--- src/rtl/core/rac_pkg.sv ---
// rac_pkg: shared types for the coalescing range allocator
// holds the request and result beat structs, the extent word and status codes
// no dependencies
`default_nettype none
package rac_pkg;

  // result status codes
  typedef enum logic [1:0] {
    ST_OK        = 2'd0,
    ST_NO_SPACE  = 2'd1,
    ST_FREE_IGN  = 2'd2,
    ST_LIST_FULL = 2'd3
  } status_e;

  // command codes
  localparam logic CMD_ALLOC = 1'b0;
  localparam logic CMD_FREE  = 1'b1;

  // request beat
  typedef struct packed {
    logic        command;
    logic [31:0] size;
    logic [31:0] block_start;
    logic        best_fit;
  } req_t;

  // result beat
  typedef struct packed {
    status_e     status;
    logic [31:0] alloc_start;
    logic [31:0] alloc_len;
    logic [31:0] bytes_left;
  } res_t;

  // one free extent as stored in the extent memory
  typedef struct packed {
    logic [31:0] start;
    logic [31:0] len;
  } ext_t;

endpackage
`default_nettype wire

--- src/rtl/core/rac_ext_mem.sv ---
// rac_ext_mem: extent memory, one write port and one registered read port
// depends on rac_pkg for the extent word type
`default_nettype none
module rac_ext_mem #(
  parameter int Depth = 16,
  parameter int AddrW = 4
) (
  input  wire                  clk_i,
  input  wire                  re_i,
  input  wire [AddrW-1:0]      raddr_i,
  output rac_pkg::ext_t        rdata_o,
  input  wire                  we_i,
  input  wire [AddrW-1:0]      waddr_i,
  input  rac_pkg::ext_t        wdata_i
);
  import rac_pkg::*;

  ext_t mem_q [Depth];
  ext_t rdata_q;

  // write port
  always_ff @(posedge clk_i) begin
    if (we_i) begin
      mem_q[waddr_i] <= wdata_i;
    end
  end

  // read port, registered output
  always_ff @(posedge clk_i) begin
    if (re_i) begin
      rdata_q <= mem_q[raddr_i];
    end
  end

  assign rdata_o = rdata_q;

endmodule
`default_nettype wire

--- src/rtl/core/range_allocator_coalescing.sv ---
// range_allocator_coalescing: first/best fit allocator over an address sorted free list
// run time grows with each extent scanned and each entry shifted on insert or remove
// throughput: one command at a time, busy is high until the result strobe
// reset: list holds one extent (0, 0), nothing allocated; no clearing pass is needed
// the receiver cannot stall, each result is shown for one cycle on res_valid_o
`default_nettype none
module range_allocator_coalescing #(
  parameter int MAX_EXTENTS = 16
) (
  input  wire           clk_i,
  input  wire           rst_ni,
  input  wire           start,
  output logic          busy,
  input  rac_pkg::req_t req_i,
  input  wire           cfg_we_i,
  input  wire [31:0]    cfg_wdata_i,
  output logic          res_valid_o,
  output rac_pkg::res_t res_o
);
  import rac_pkg::*;

  localparam int IW = (MAX_EXTENTS > 1) ? $clog2(MAX_EXTENTS) : 1;
  localparam int CW = $clog2(MAX_EXTENTS + 1);
  localparam logic [CW-1:0] MaxCnt = CW'(MAX_EXTENTS);
  localparam logic [CW-1:0] One = CW'(1);

  typedef enum logic [4:0] {
    S_IDLE, S_SCAN_RD, S_SCAN_EV, S_ALLOC_WR, S_INS_RD, S_INS_WR, S_INS_FIN,
    S_FWR, S_CO_CHK, S_CO_PEV, S_CO_PWR, S_CO_NX, S_CO_NEV, S_CO_NWR,
    S_RM_CHK, S_RM_WR, S_RESP
  } state_e;

  state_e        state_q;
  logic [CW-1:0] cnt_q, idx_q, j_q, pick_q;
  logic [31:0]   alloc_q, mem_size_q, end_q, a_start_q, a_len_q;
  logic          ovr0_q, found_q, coal_q, res_valid_q;
  logic [IW-1:0] raddr_q;
  req_t          req_q;
  ext_t          pick_e_q, prev_q, cur_q;
  status_e       status_q;
  res_t          res_q;

  logic          mem_re, mem_we;
  logic [IW-1:0] mem_raddr, mem_waddr;
  ext_t          mem_wdata, mem_rdata, rdat;
  logic [CW-1:0] idxm1, idxp1, jm1, jp1;
  logic [31:0]   left, rel;

  assign idxm1 = idx_q - One;
  assign idxp1 = idx_q + One;
  assign jm1   = j_q - One;
  assign jp1   = j_q + One;
  assign left  = mem_size_q - alloc_q;
  assign rel   = (req_q.size > alloc_q) ? 32'd0 : alloc_q - req_q.size;

  rac_ext_mem #(
    .Depth (MAX_EXTENTS),
    .AddrW (IW)
  ) u_mem (
    .clk_i   (clk_i),
    .re_i    (mem_re),
    .raddr_i (mem_raddr),
    .rdata_o (mem_rdata),
    .we_i    (mem_we),
    .waddr_i (mem_waddr),
    .wdata_i (mem_wdata)
  );

  // entry 0 reads as the initial extent until it is first written
  assign rdat = (ovr0_q && raddr_q == '0) ? ext_t'{start: 32'd0, len: mem_size_q} : mem_rdata;

  // memory access per state
  always_comb begin
    mem_re    = 1'b0;
    mem_raddr = idx_q[IW-1:0];
    mem_we    = 1'b0;
    mem_waddr = idx_q[IW-1:0];
    mem_wdata = cur_q;
    case (state_q)
      S_SCAN_RD: mem_re = 1'b1;
      S_INS_RD: begin
        mem_re    = 1'b1;
        mem_raddr = jm1[IW-1:0];
      end
      S_INS_WR: begin
        mem_we    = 1'b1;
        mem_waddr = j_q[IW-1:0];
        mem_wdata = rdat;
      end
      S_INS_FIN: begin
        mem_we    = 1'b1;
        mem_wdata = ext_t'{start: req_q.block_start, len: req_q.size};
      end
      S_FWR, S_CO_NWR: mem_we = 1'b1;
      S_CO_CHK: begin
        mem_re    = (idx_q != '0);
        mem_raddr = idxm1[IW-1:0];
      end
      S_CO_PWR: begin
        mem_we    = 1'b1;
        mem_waddr = idxm1[IW-1:0];
      end
      S_CO_NX: begin
        mem_re    = (idxp1 < cnt_q);
        mem_raddr = idxp1[IW-1:0];
      end
      S_RM_CHK: begin
        mem_re    = (jp1 < cnt_q);
        mem_raddr = jp1[IW-1:0];
      end
      S_RM_WR: begin
        mem_we    = 1'b1;
        mem_waddr = j_q[IW-1:0];
        mem_wdata = rdat;
      end
      S_ALLOC_WR: begin
        mem_we    = 1'b1;
        mem_waddr = pick_q[IW-1:0];
        mem_wdata = ext_t'{start: pick_e_q.start + req_q.size,
                           len: pick_e_q.len - req_q.size};
      end
      default: ;
    endcase
  end

  // sequencer, list bookkeeping and registered result
  always_ff @(posedge clk_i or negedge rst_ni) begin
    if (!rst_ni) begin
      state_q     <= S_IDLE;
      cnt_q       <= One;
      alloc_q     <= '0;
      mem_size_q  <= '0;
      ovr0_q      <= 1'b1;
      idx_q       <= '0;
      j_q         <= '0;
      pick_q      <= '0;
      found_q     <= 1'b0;
      coal_q      <= 1'b0;
      raddr_q     <= '0;
      end_q       <= '0;
      a_start_q   <= '0;
      a_len_q     <= '0;
      status_q    <= ST_OK;
      req_q       <= '0;
      pick_e_q    <= '0;
      prev_q      <= '0;
      cur_q       <= '0;
      res_valid_q <= 1'b0;
      res_q       <= '0;
    end else begin
      res_valid_q <= 1'b0;
      if (mem_re) begin
        raddr_q <= mem_raddr;
      end
      if (mem_we && mem_waddr == '0) begin
        ovr0_q <= 1'b0;
      end
      // register write reinitializes the list
      if (cfg_we_i) begin
        mem_size_q <= cfg_wdata_i;
        cnt_q      <= One;
        alloc_q    <= '0;
        ovr0_q     <= 1'b1;
      end
      case (state_q)
        S_IDLE: begin
          if (start) begin
            req_q     <= req_i;
            a_start_q <= '0;
            a_len_q   <= '0;
            idx_q     <= '0;
            found_q   <= 1'b0;
            coal_q    <= 1'b0;
            end_q     <= req_i.block_start + req_i.size;
            if (req_i.command == CMD_ALLOC) begin
              if (req_i.size == '0 || req_i.size > left || cnt_q == '0) begin
                status_q <= ST_NO_SPACE;
                state_q  <= S_RESP;
              end else begin
                state_q <= S_SCAN_RD;
              end
            end else if (req_i.size == '0 || req_i.block_start >= mem_size_q) begin
              status_q <= ST_FREE_IGN;
              state_q  <= S_RESP;
            end else if (cnt_q == '0) begin
              state_q <= S_INS_FIN;
            end else begin
              state_q <= S_SCAN_RD;
            end
          end
        end
        S_SCAN_RD: state_q <= S_SCAN_EV;
        S_SCAN_EV: begin
          prev_q <= rdat;
          if (req_q.command == CMD_ALLOC) begin
            if (rdat.len >= req_q.size && (!req_q.best_fit || rdat.len == req_q.size)) begin
              pick_q   <= idx_q;
              pick_e_q <= rdat;
              state_q  <= S_ALLOC_WR;
            end else begin
              if (rdat.len >= req_q.size && (!found_q || rdat.len < pick_e_q.len)) begin
                pick_q   <= idx_q;
                pick_e_q <= rdat;
                found_q  <= 1'b1;
              end
              if (idxp1 == cnt_q) begin
                if (found_q || rdat.len >= req_q.size) begin
                  state_q <= S_ALLOC_WR;
                end else begin
                  status_q <= ST_NO_SPACE;
                  state_q  <= S_RESP;
                end
              end else begin
                idx_q   <= idxp1;
                state_q <= S_SCAN_RD;
              end
            end
          end else if (rdat.start == end_q) begin
            // freed block ends where this extent starts
            cur_q   <= ext_t'{start: req_q.block_start, len: rdat.len + req_q.size};
            state_q <= S_FWR;
          end else if (rdat.start > end_q) begin
            if (idx_q != '0 && prev_q.start + prev_q.len == req_q.block_start) begin
              cur_q   <= ext_t'{start: prev_q.start, len: prev_q.len + req_q.size};
              idx_q   <= idxm1;
              state_q <= S_FWR;
            end else if (cnt_q == MaxCnt) begin
              status_q <= ST_LIST_FULL;
              state_q  <= S_RESP;
            end else begin
              j_q     <= cnt_q;
              state_q <= (cnt_q == idx_q) ? S_INS_FIN : S_INS_RD;
            end
          end else if (idxp1 == cnt_q) begin
            // past the last extent
            if (rdat.start + rdat.len == req_q.block_start) begin
              cur_q   <= ext_t'{start: rdat.start, len: rdat.len + req_q.size};
              state_q <= S_FWR;
            end else if (cnt_q == MaxCnt) begin
              status_q <= ST_LIST_FULL;
              state_q  <= S_RESP;
            end else begin
              idx_q   <= cnt_q;
              state_q <= S_INS_FIN;
            end
          end else begin
            idx_q   <= idxp1;
            state_q <= S_SCAN_RD;
          end
        end
        S_ALLOC_WR: begin
          alloc_q   <= alloc_q + req_q.size;
          a_start_q <= pick_e_q.start;
          a_len_q   <= req_q.size;
          status_q  <= ST_OK;
          if (pick_e_q.len == req_q.size) begin
            j_q     <= pick_q;
            state_q <= S_RM_CHK;
          end else begin
            state_q <= S_RESP;
          end
        end
        // shift entries up by one, top first
        S_INS_RD: state_q <= S_INS_WR;
        S_INS_WR: begin
          j_q     <= jm1;
          state_q <= (jm1 == idx_q) ? S_INS_FIN : S_INS_RD;
        end
        S_INS_FIN: begin
          cnt_q    <= cnt_q + One;
          status_q <= ST_OK;
          state_q  <= S_RESP;
        end
        S_FWR: begin
          coal_q  <= 1'b1;
          state_q <= S_CO_CHK;
        end
        // coalesce loop, previous neighbour first
        S_CO_CHK: state_q <= (idx_q != '0) ? S_CO_PEV : S_CO_NX;
        S_CO_PEV: begin
          if (rdat.start + rdat.len == cur_q.start) begin
            cur_q   <= ext_t'{start: rdat.start, len: rdat.len + cur_q.len};
            state_q <= S_CO_PWR;
          end else begin
            state_q <= S_CO_NX;
          end
        end
        S_CO_PWR: begin
          j_q     <= idx_q;
          idx_q   <= idxm1;
          state_q <= S_RM_CHK;
        end
        S_CO_NX: begin
          if (idxp1 < cnt_q) begin
            state_q <= S_CO_NEV;
          end else begin
            status_q <= ST_OK;
            state_q  <= S_RESP;
          end
        end
        S_CO_NEV: begin
          if (cur_q.start + cur_q.len == rdat.start) begin
            cur_q.len <= cur_q.len + rdat.len;
            state_q   <= S_CO_NWR;
          end else begin
            status_q <= ST_OK;
            state_q  <= S_RESP;
          end
        end
        S_CO_NWR: begin
          j_q     <= idxp1;
          state_q <= S_RM_CHK;
        end
        // remove entry j by shifting the tail down
        S_RM_CHK: begin
          if (jp1 < cnt_q) begin
            state_q <= S_RM_WR;
          end else begin
            cnt_q <= cnt_q - One;
            if (coal_q) begin
              state_q <= S_CO_CHK;
            end else begin
              status_q <= ST_OK;
              state_q  <= S_RESP;
            end
          end
        end
        S_RM_WR: begin
          j_q     <= jp1;
          state_q <= S_RM_CHK;
        end
        S_RESP: begin
          res_valid_q       <= 1'b1;
          res_q.status      <= status_q;
          res_q.alloc_start <= a_start_q;
          res_q.alloc_len   <= a_len_q;
          if (req_q.command == CMD_FREE && status_q == ST_OK) begin
            alloc_q          <= rel;
            res_q.bytes_left <= mem_size_q - rel;
          end else begin
            res_q.bytes_left <= left;
          end
          state_q <= S_IDLE;
        end
        default: state_q <= S_IDLE;
      endcase
    end
  end

  assign busy        = (state_q != S_IDLE);
  assign res_valid_o = res_valid_q;
  assign res_o       = res_q;

  // extent count never exceeds the list capacity
  a_cnt_max: assert property (@(posedge clk_i) disable iff (!rst_ni) cnt_q <= MaxCnt)
    else $error("extent count overflow");

  // accepted command makes the block busy next cycle
  a_start_busy: assert property (@(posedge clk_i) disable iff (!rst_ni)
    (start && !busy && !cfg_we_i) |=> busy)
    else $error("command accepted without going busy");

  // result strobe comes only out of the response state
  a_res_from_resp: assert property (@(posedge clk_i) disable iff (!rst_ni)
    res_valid_o |-> $past(state_q == S_RESP))
    else $error("result strobe without response state");

  // a write never targets an index past the list end plus one
  a_wr_range: assert property (@(posedge clk_i) disable iff (!rst_ni)
    mem_we |-> ({1'b0, mem_waddr} <= {1'b0, cnt_q}))
    else $error("extent write beyond list");

endmodule
`default_nettype wire
--- config.mk ---
export PLATFORM = sky130hd
export DESIGN_NAME = range_allocator_coalescing
export DESIGN_NICKNAME = d
export VERILOG_FILES = /design/src/rtl/core/rac_pkg.sv /design/src/rtl/core/rac_ext_mem.sv /design/src/rtl/core/range_allocator_coalescing.sv
export SDC_FILE = /design/constraint.sdc
export NUM_CORES = 2
export LEC_CHECK = 0
export BUFFER_PORTS_ARGS = -buffer_cell sky130_fd_sc_hd__buf_2
export CAP_MARGIN = 30
export CORE_MARGIN = 5
export CORE_UTILIZATION = 53
export DETAILED_ROUTE_END_ITERATION = 6
export PLACE_DENSITY = 0.75
export SLEW_MARGIN = 25
export SYNTH_ARGS = -nofsm -noshare
export SYNTH_HDL_FRONTEND = slang
export SYNTH_HIERARCHICAL = 1
export SYNTH_SLANG_ARGS = --single-unit
--- constraint.sdc ---
create_clock -name clk_i -period 7.8 [get_ports clk_i]
set_clock_uncertainty 0.15 [all_clocks]
set_input_delay 1.17 -clock clk_i [delete_from_list [all_inputs] [get_ports clk_i]]
set_output_delay 1.17 -clock clk_i [all_outputs]
set_load 0.01 [all_outputs]
Yosys cells after proc, flatten, opt, wreduce, memory -nomap -nowiden
Memory sizes are Yosys's and may differ from the RTL's. A register that Yosys moved wholly into a read port is not among the register bits. Index checks and enable logic that the tools add are counted. W data, S select, Z words.

Add/sub/neg operators: 19. Order comparisons: 8. Equality and inequality tests: 59. Muxes and demuxes: 104. Bitwise operators: 1. Reductions and logical operators: 47.

Operators with widths (count): $mux W64 (10); $add A32 B32 Y32 (9); $pmux W32 S2 (4); $eq A32 B32 Y1 (7); $mux W5 (39); $mux W32 (6); $pmux W64 S3 (1); $sub A32 B32 Y32 (4); $gt A32 B32 Y1 (3); $pmux W32 S3 (1); $pmux W5 S14 (1); $ge A32 B32 Y1 (2); $mux W2 (21); $eq A5 B4 Y1 const B (8); $logic_not A32 Y1 (1); $lt A32 B32 Y1 (1); $ne A2 B2 Y1 const B (16); $pmux W5 S6 (1); $ne A4 B4 Y1 const B (7); $ne A3 B3 Y1 const B (8); $eq A5 B3 Y1 const B (4); $pmux W4 S4 (1); $add A5 B1 Y5 const B (3); $eq A5 B5 Y1 (3); 35 further kinds (77).

Flip-flop bits (word level): 551. RAM bits: 1024. Output and inout port bits: 100. Word-level logic and storage cells: 269. Memories: 1.

Memory list: u_mem.mem_q (depth 16, bits a word 64, rd ports 1, clocked after Yosys merged registers in 1, write ports 1, RTL line rac_ext_mem.sv:18) `ext_t mem_q [Depth];`.

Longest topological paths before layout
Depth in word-level cells: 11. Mapped depth: 32. Mapped depth without buffers: 31.

By module
Netlist, hierarchy kept.

Modules (own cells, without submodules): range_allocator_coalescing (instances 1, cells each 6808, area an instance 53511.3 um^2, seq. area each 13790.7 um^2); rac_ext_mem (instances 1, cells each 1647, area an instance 40223.6 um^2, seq. area each 32671.3 um^2).

Worst setup path after synthesis
No wires, ideal clock.

Kind: flip-flop to flip-flop. Start point: register state_q[2]. End point: memory u_mem/mem_q[0][0] in the netlist's numbering, enable pin. Data arrival time: 6.772 ns. Path slack: 0.314 ns. Stages on the path, launching flop included: 12. Path buffers: 2. Path through: dfrtp_1 > clkbuf_1 > inv_1 > nor2_1 > and4_1 > clkbuf_1 > nor3_1 > o21ai_0 > o21ai_0 > a221o_1 > or3b_2 > nor3_1.

Elaborated cells on any way between the ends: 13.

RTL lines: start, declared (RTL line range_allocator_coalescing.sv:33) `state_e state_q;`; start signal, assigned (RTL line range_allocator_coalescing.sv:232) `state_q <= (cnt_q == idx_q) ? S_INS_FIN : S_INS_RD;`; start signal, assigned (RTL line range_allocator_coalescing.sv:267) `state_q <= (jm1 == idx_q) ? S_INS_FIN : S_INS_RD;`; $eq A5 B4 Y1 or $eq A5 B3 Y1 (tied branches) (RTL line range_allocator_coalescing.sv:79) `case (state_q)`; $reduce_or A2 Y1 (no source line); $pmux W4 S3 (*) (RTL line range_allocator_coalescing.sv:79); net mem_waddr[2] (RTL line range_allocator_coalescing.sv:44) `logic [IW-1:0] mem_raddr, mem_waddr;`; end, declared (RTL line rac_ext_mem.sv:18).

Mark *: on every way through the listed nets, which the timed path passes. The rest lies on a longest branch.

Worst setup path in the final report
Start point: register alloc_q[0]. End point: register res_q, in the netlist res_o[31].

Word-level cells in the longest chain between the ends: 4. Elaborated cells on any way between the ends: 6.

RTL lines: start, declared (RTL line range_allocator_coalescing.sv:35) `logic [31:0] alloc_q, mem_size_q, end_q, a_start_q, a_len_q;`; start signal, assigned (RTL line range_allocator_coalescing.sv:252) `alloc_q <= alloc_q + req_q.size;`; start signal, assigned (RTL line range_allocator_coalescing.sv:338) `alloc_q <= rel;`; $sub A32 B32 Y32 or $gt A32 B32 Y1 (tied branches) (RTL line range_allocator_coalescing.sv:54) `assign rel = (req_q.size > alloc_q) ? 32'd0 : alloc_q - req_q.size;`; $mux W32 (RTL line range_allocator_coalescing.sv:54); $sub A32 B32 Y32 (RTL line range_allocator_coalescing.sv:339) `res_q.bytes_left <= mem_size_q - rel;`; $mux W32 (*) (RTL line range_allocator_coalescing.sv:337) `if (req_q.command == CMD_FREE && status_q == ST_OK) begin`; end, declared (RTL line range_allocator_coalescing.sv:41) `res_t res_q;`.

Mark *: on every way between the ends. The rest lies on a longest branch, timed or not. A chain may end at the register's enable or synchronous reset.

==> reports/summary.md <==
• outcome: finished with violations
• violated checks: design-rule violations
• slew at the pin closest to its max-slew limit: 1.17 ns
• total power of the final layout: 52.5 mW
• root buffer cell: clkbuf_16
• post-route worst setup slack: 0.305 ns
• via count of the first global-routing pass: 75,000
• total setup violations reported at the end of the flow: 0
• Max clock buf depth: 3
• layout overhead on the synthesized area: 12.3%
• total routing resource utilization after global routing: 0.433
• final sum of negative setup slack: 0 ns
• instance area at placement: 99,400 um2
• worst hold path class: in -> async
• fin cells: 11,300
• clock slew at the register clock pins of the worst setup and hold paths: 0.06 ns
• total count of max-transition violations in the final report: 0
• first-pass detailed-route iteration total: 7
• highest achievable clock rate: 0.133 GHz
• DR WL/cell: 36.5 um
• CTS H-tree depth: 4
• sequential-to-total area share from yosys stat: 0.496
• clock sink count: 1,639
• sort of element at the start of the critical path: register
• worst hold slack: 0.106 ns
• count of state elements after synthesis: 1,639
• die width: 431 um
• Hold Vio Cnt, Final: 0
• global route total overflow: 0
• I/O Pins: 202
• power per cell area: 498 nW/um2
• highest ir drop seen on vdd: 0.348 mV
• clock tree from TritonCTS: done
• routability-driven placement congestion ratio: 1.07
• per-cell via count in the routed design: 6.91
• clock period minus final worst setup slack: 7.50 ns
• clock latency on the worst-skew pair: 0.88 ns
• drt first-iter violations: 11,200
• worst slack, placed: 0.152 ns
• Setup crit end kind: register
• Non-Filler Cell Area, Final: 105,000 um2
• fraction of layout cells with a size suffix above 1: 0.151
• Arrival @ worst endpoint: 8.03 ns
• effective utilization at floorplan: 0.532
• die area: 185,000 um2
• critical-path maximum fanout: 9
• average footprint of a synthesized cell: 11.1 um2
• share of the core filled with cells: 0.598
• FFs w/ async S/R, synth: 0.336
• Mapped Cells: 8,455
• post-synthesis instance area: 93,700 um2
• Post-CTS Setup Bufs: 0
• CTS Buf Count: 169
• detailed-route via count: 77,800
• die extent in y: 431 um
• fin nets: 9,438
• count of unique library cells instantiated by Yosys: 107
• maximum number of pins on one net before global-route repair: 140
• worst setup path category: reg -> reg
• global-route wire length before repair: 571,000 um
• leak pwr: 41.5 nW
• Filler Cell Count: 13,900
• biggest cell delay along the critical path: 0.65 ns
• HPWL Detailed: 293,000 um
• number of placed instances, taps included: 10,900
• Yosys warning count: 6
• net count after synthesis: 9,130
• maximum capacitance violations: 0
• data required time of the critical path: 8.34 ns
• relative slew slack: 0.221
• Final period util: 0.961
• area inside the core boundary: 176,000 um2
• wire length reported by the detailed router: 410,000 um
• Antenna Violating Nets Remaining: 0
• number of hold buffers added after CTS: 0
• DRC Markers: 5
• number of antenna violations at the first check in global routing: 29
• floorplan row count: 154
• number of enable-type register cells in the synthesized netlist: 1,088
• slowest library cell on the worst path: a311oi_4
• leading register cell type out of synthesis: edfxtp_1
• Buffers on Ports: 201
-- cell families (layout without fill, tap and decap cells) --
family / after synthesis / after routing / share of synthesized area
buffers and inverters: 752 / 1202 / 0.0323
other: 0 / 14 / 0
AO/OA/AOI/OAI: 2204 / 2204 / 0.153
XOR/XNOR: 473 / 473 / 0.0449
AND/OR/NAND/NOR: 2406 / 2406 / 0.117
flip-flops: 1639 / 1639 / 0.496
adder cells (fa/ha/maj): 579 / 579 / 0.0781
multiplexers: 402 / 402 / 0.0786
-- where the power goes --
| part | internal [mW] | switching, mW |
|---|---|---|
| clock network | 4.52 | 3.84 |
| registers | 11.3 | 1.93 |
| logic | 10.7 | 20.2 |
| total | 26.5 | 26.0 |
-- flip-flops by register name, summed over array words and instances (netlist names), 32 cells and up --
signal,flops
a_len_q,32
a_start_q,32
alloc_q,32
cur_q,64
end_q,32
mem_size_q,32
pick_e_q,64
prev_q,64
req_q,66
res_o,98
u_mem/mem_q,1024
u_mem/rdata_o,64
-- synthesized netlist by cell type (all sizes together) (46+ instances only) --
cell	count	area (um2)
nand3	149	746
mux4	256	5770
buf	100	579
ha	561	7020
nor3	146	757
xnor2	291	2550
o22ai	65	407
nand2	1070	4020
xor2	177	1550
o211ai	77	583
a21o	156	1170
mux2	115	1290
a211oi	63	483
a222oi	50	500
nand2b	109	684
nor2b	73	457
a22oi	202	1520
edfxtp	1088	32700
nor4	55	378
o21a	67	503
o21ai	572	2870
inv	331	1240
a31oi	98	613
nor2	497	1870
o21bai	46	345
clkbuf	321	1210
dfrtp	549	13700
nand4	79	494
and3	49	307
a21oi	486	2440
-- area by class of cell --
type,count,area [um2],share of cell area
sequential,1639,46500,0.441
multi-input combinational,6064,44800,0.425
clock buffer,222,4600,0.0437
timing repair buffer,558,4220,0.0400
tap,2340,2930,0.0278
inverter,331,1240,0.0118
clock inverter,91,1010,0.00962
antenna,14,35.0,0.000333
-- worst max-delay path: cells and delay by family (launching register included) --
family / cells / cell delay (ns)
compound gates: 19 / 4.33
xor+xnor: 1 / 0.14
fa+ha+maj: 3 / 0.82
buf+inv: 4 / 0.65
flops: 1 / 0.42
simple gates: 5 / 0.82
-- metal layers --
metal	GRT usage	wire [um]	vias to the layer above
met4	0.255	29500	14
met3	0.116	48400	1111
met5	0	86	-
met1	0.551	148000	38600
met2	0.669	184000	5664
li1	-	-	32400
-- layout by cell type (no fill, tap or decap), types with 108 or more instances in the layout --
| cell type | n |
|---|---|
| a22oi_1 | 202 |
| edfxtp_1 | 1088 |
| nor3_1 | 135 |
| mux4_2 | 256 |
| nand3_1 | 146 |
| xnor2_1 | 291 |
| nor2_1 | 476 |
| dfrtp_1 | 549 |
| buf_4 | 297 |
| mux2_2 | 115 |
| xor2_1 | 177 |
| inv_1 | 328 |
| clkbuf_16 | 170 |
| ha_1 | 561 |
| buf_2 | 209 |
| nand2b_1 | 108 |
| a21o_1 | 156 |
| o21ai_0 | 550 |
| nand2_1 | 1066 |
| a21oi_1 | 454 |
-- worst paths after layout --
path | startpoint | endpoint | slack [ns] | depth (start not counted)
min reg2reg | a_start_q[16] | res_o[80] | 0.30 | 2
max reg2reg | alloc_q[0] | res_o[31] | 0.30 | 32
min in group clk_i | a_start_q[16] | res_o[80] | 0.30 | 2
min | rst_ni | res_o[3] | 0.11 | 1
max | alloc_q[0] | res_o[31] | 0.30 | 32
max in group asynchronous | rst_ni | pick_e_q[18] | 5.58 | 3
-- timing repair --
| action | 4_1_cts | 5_1_grt |
|---|---|---|
| setup endpoints to repair | 0 | 5 |
| endpoints found under the hold margin | 0 | 0 |
| gates resized for setup | 0 | 5 |
(Power assumes the default switching activity.)
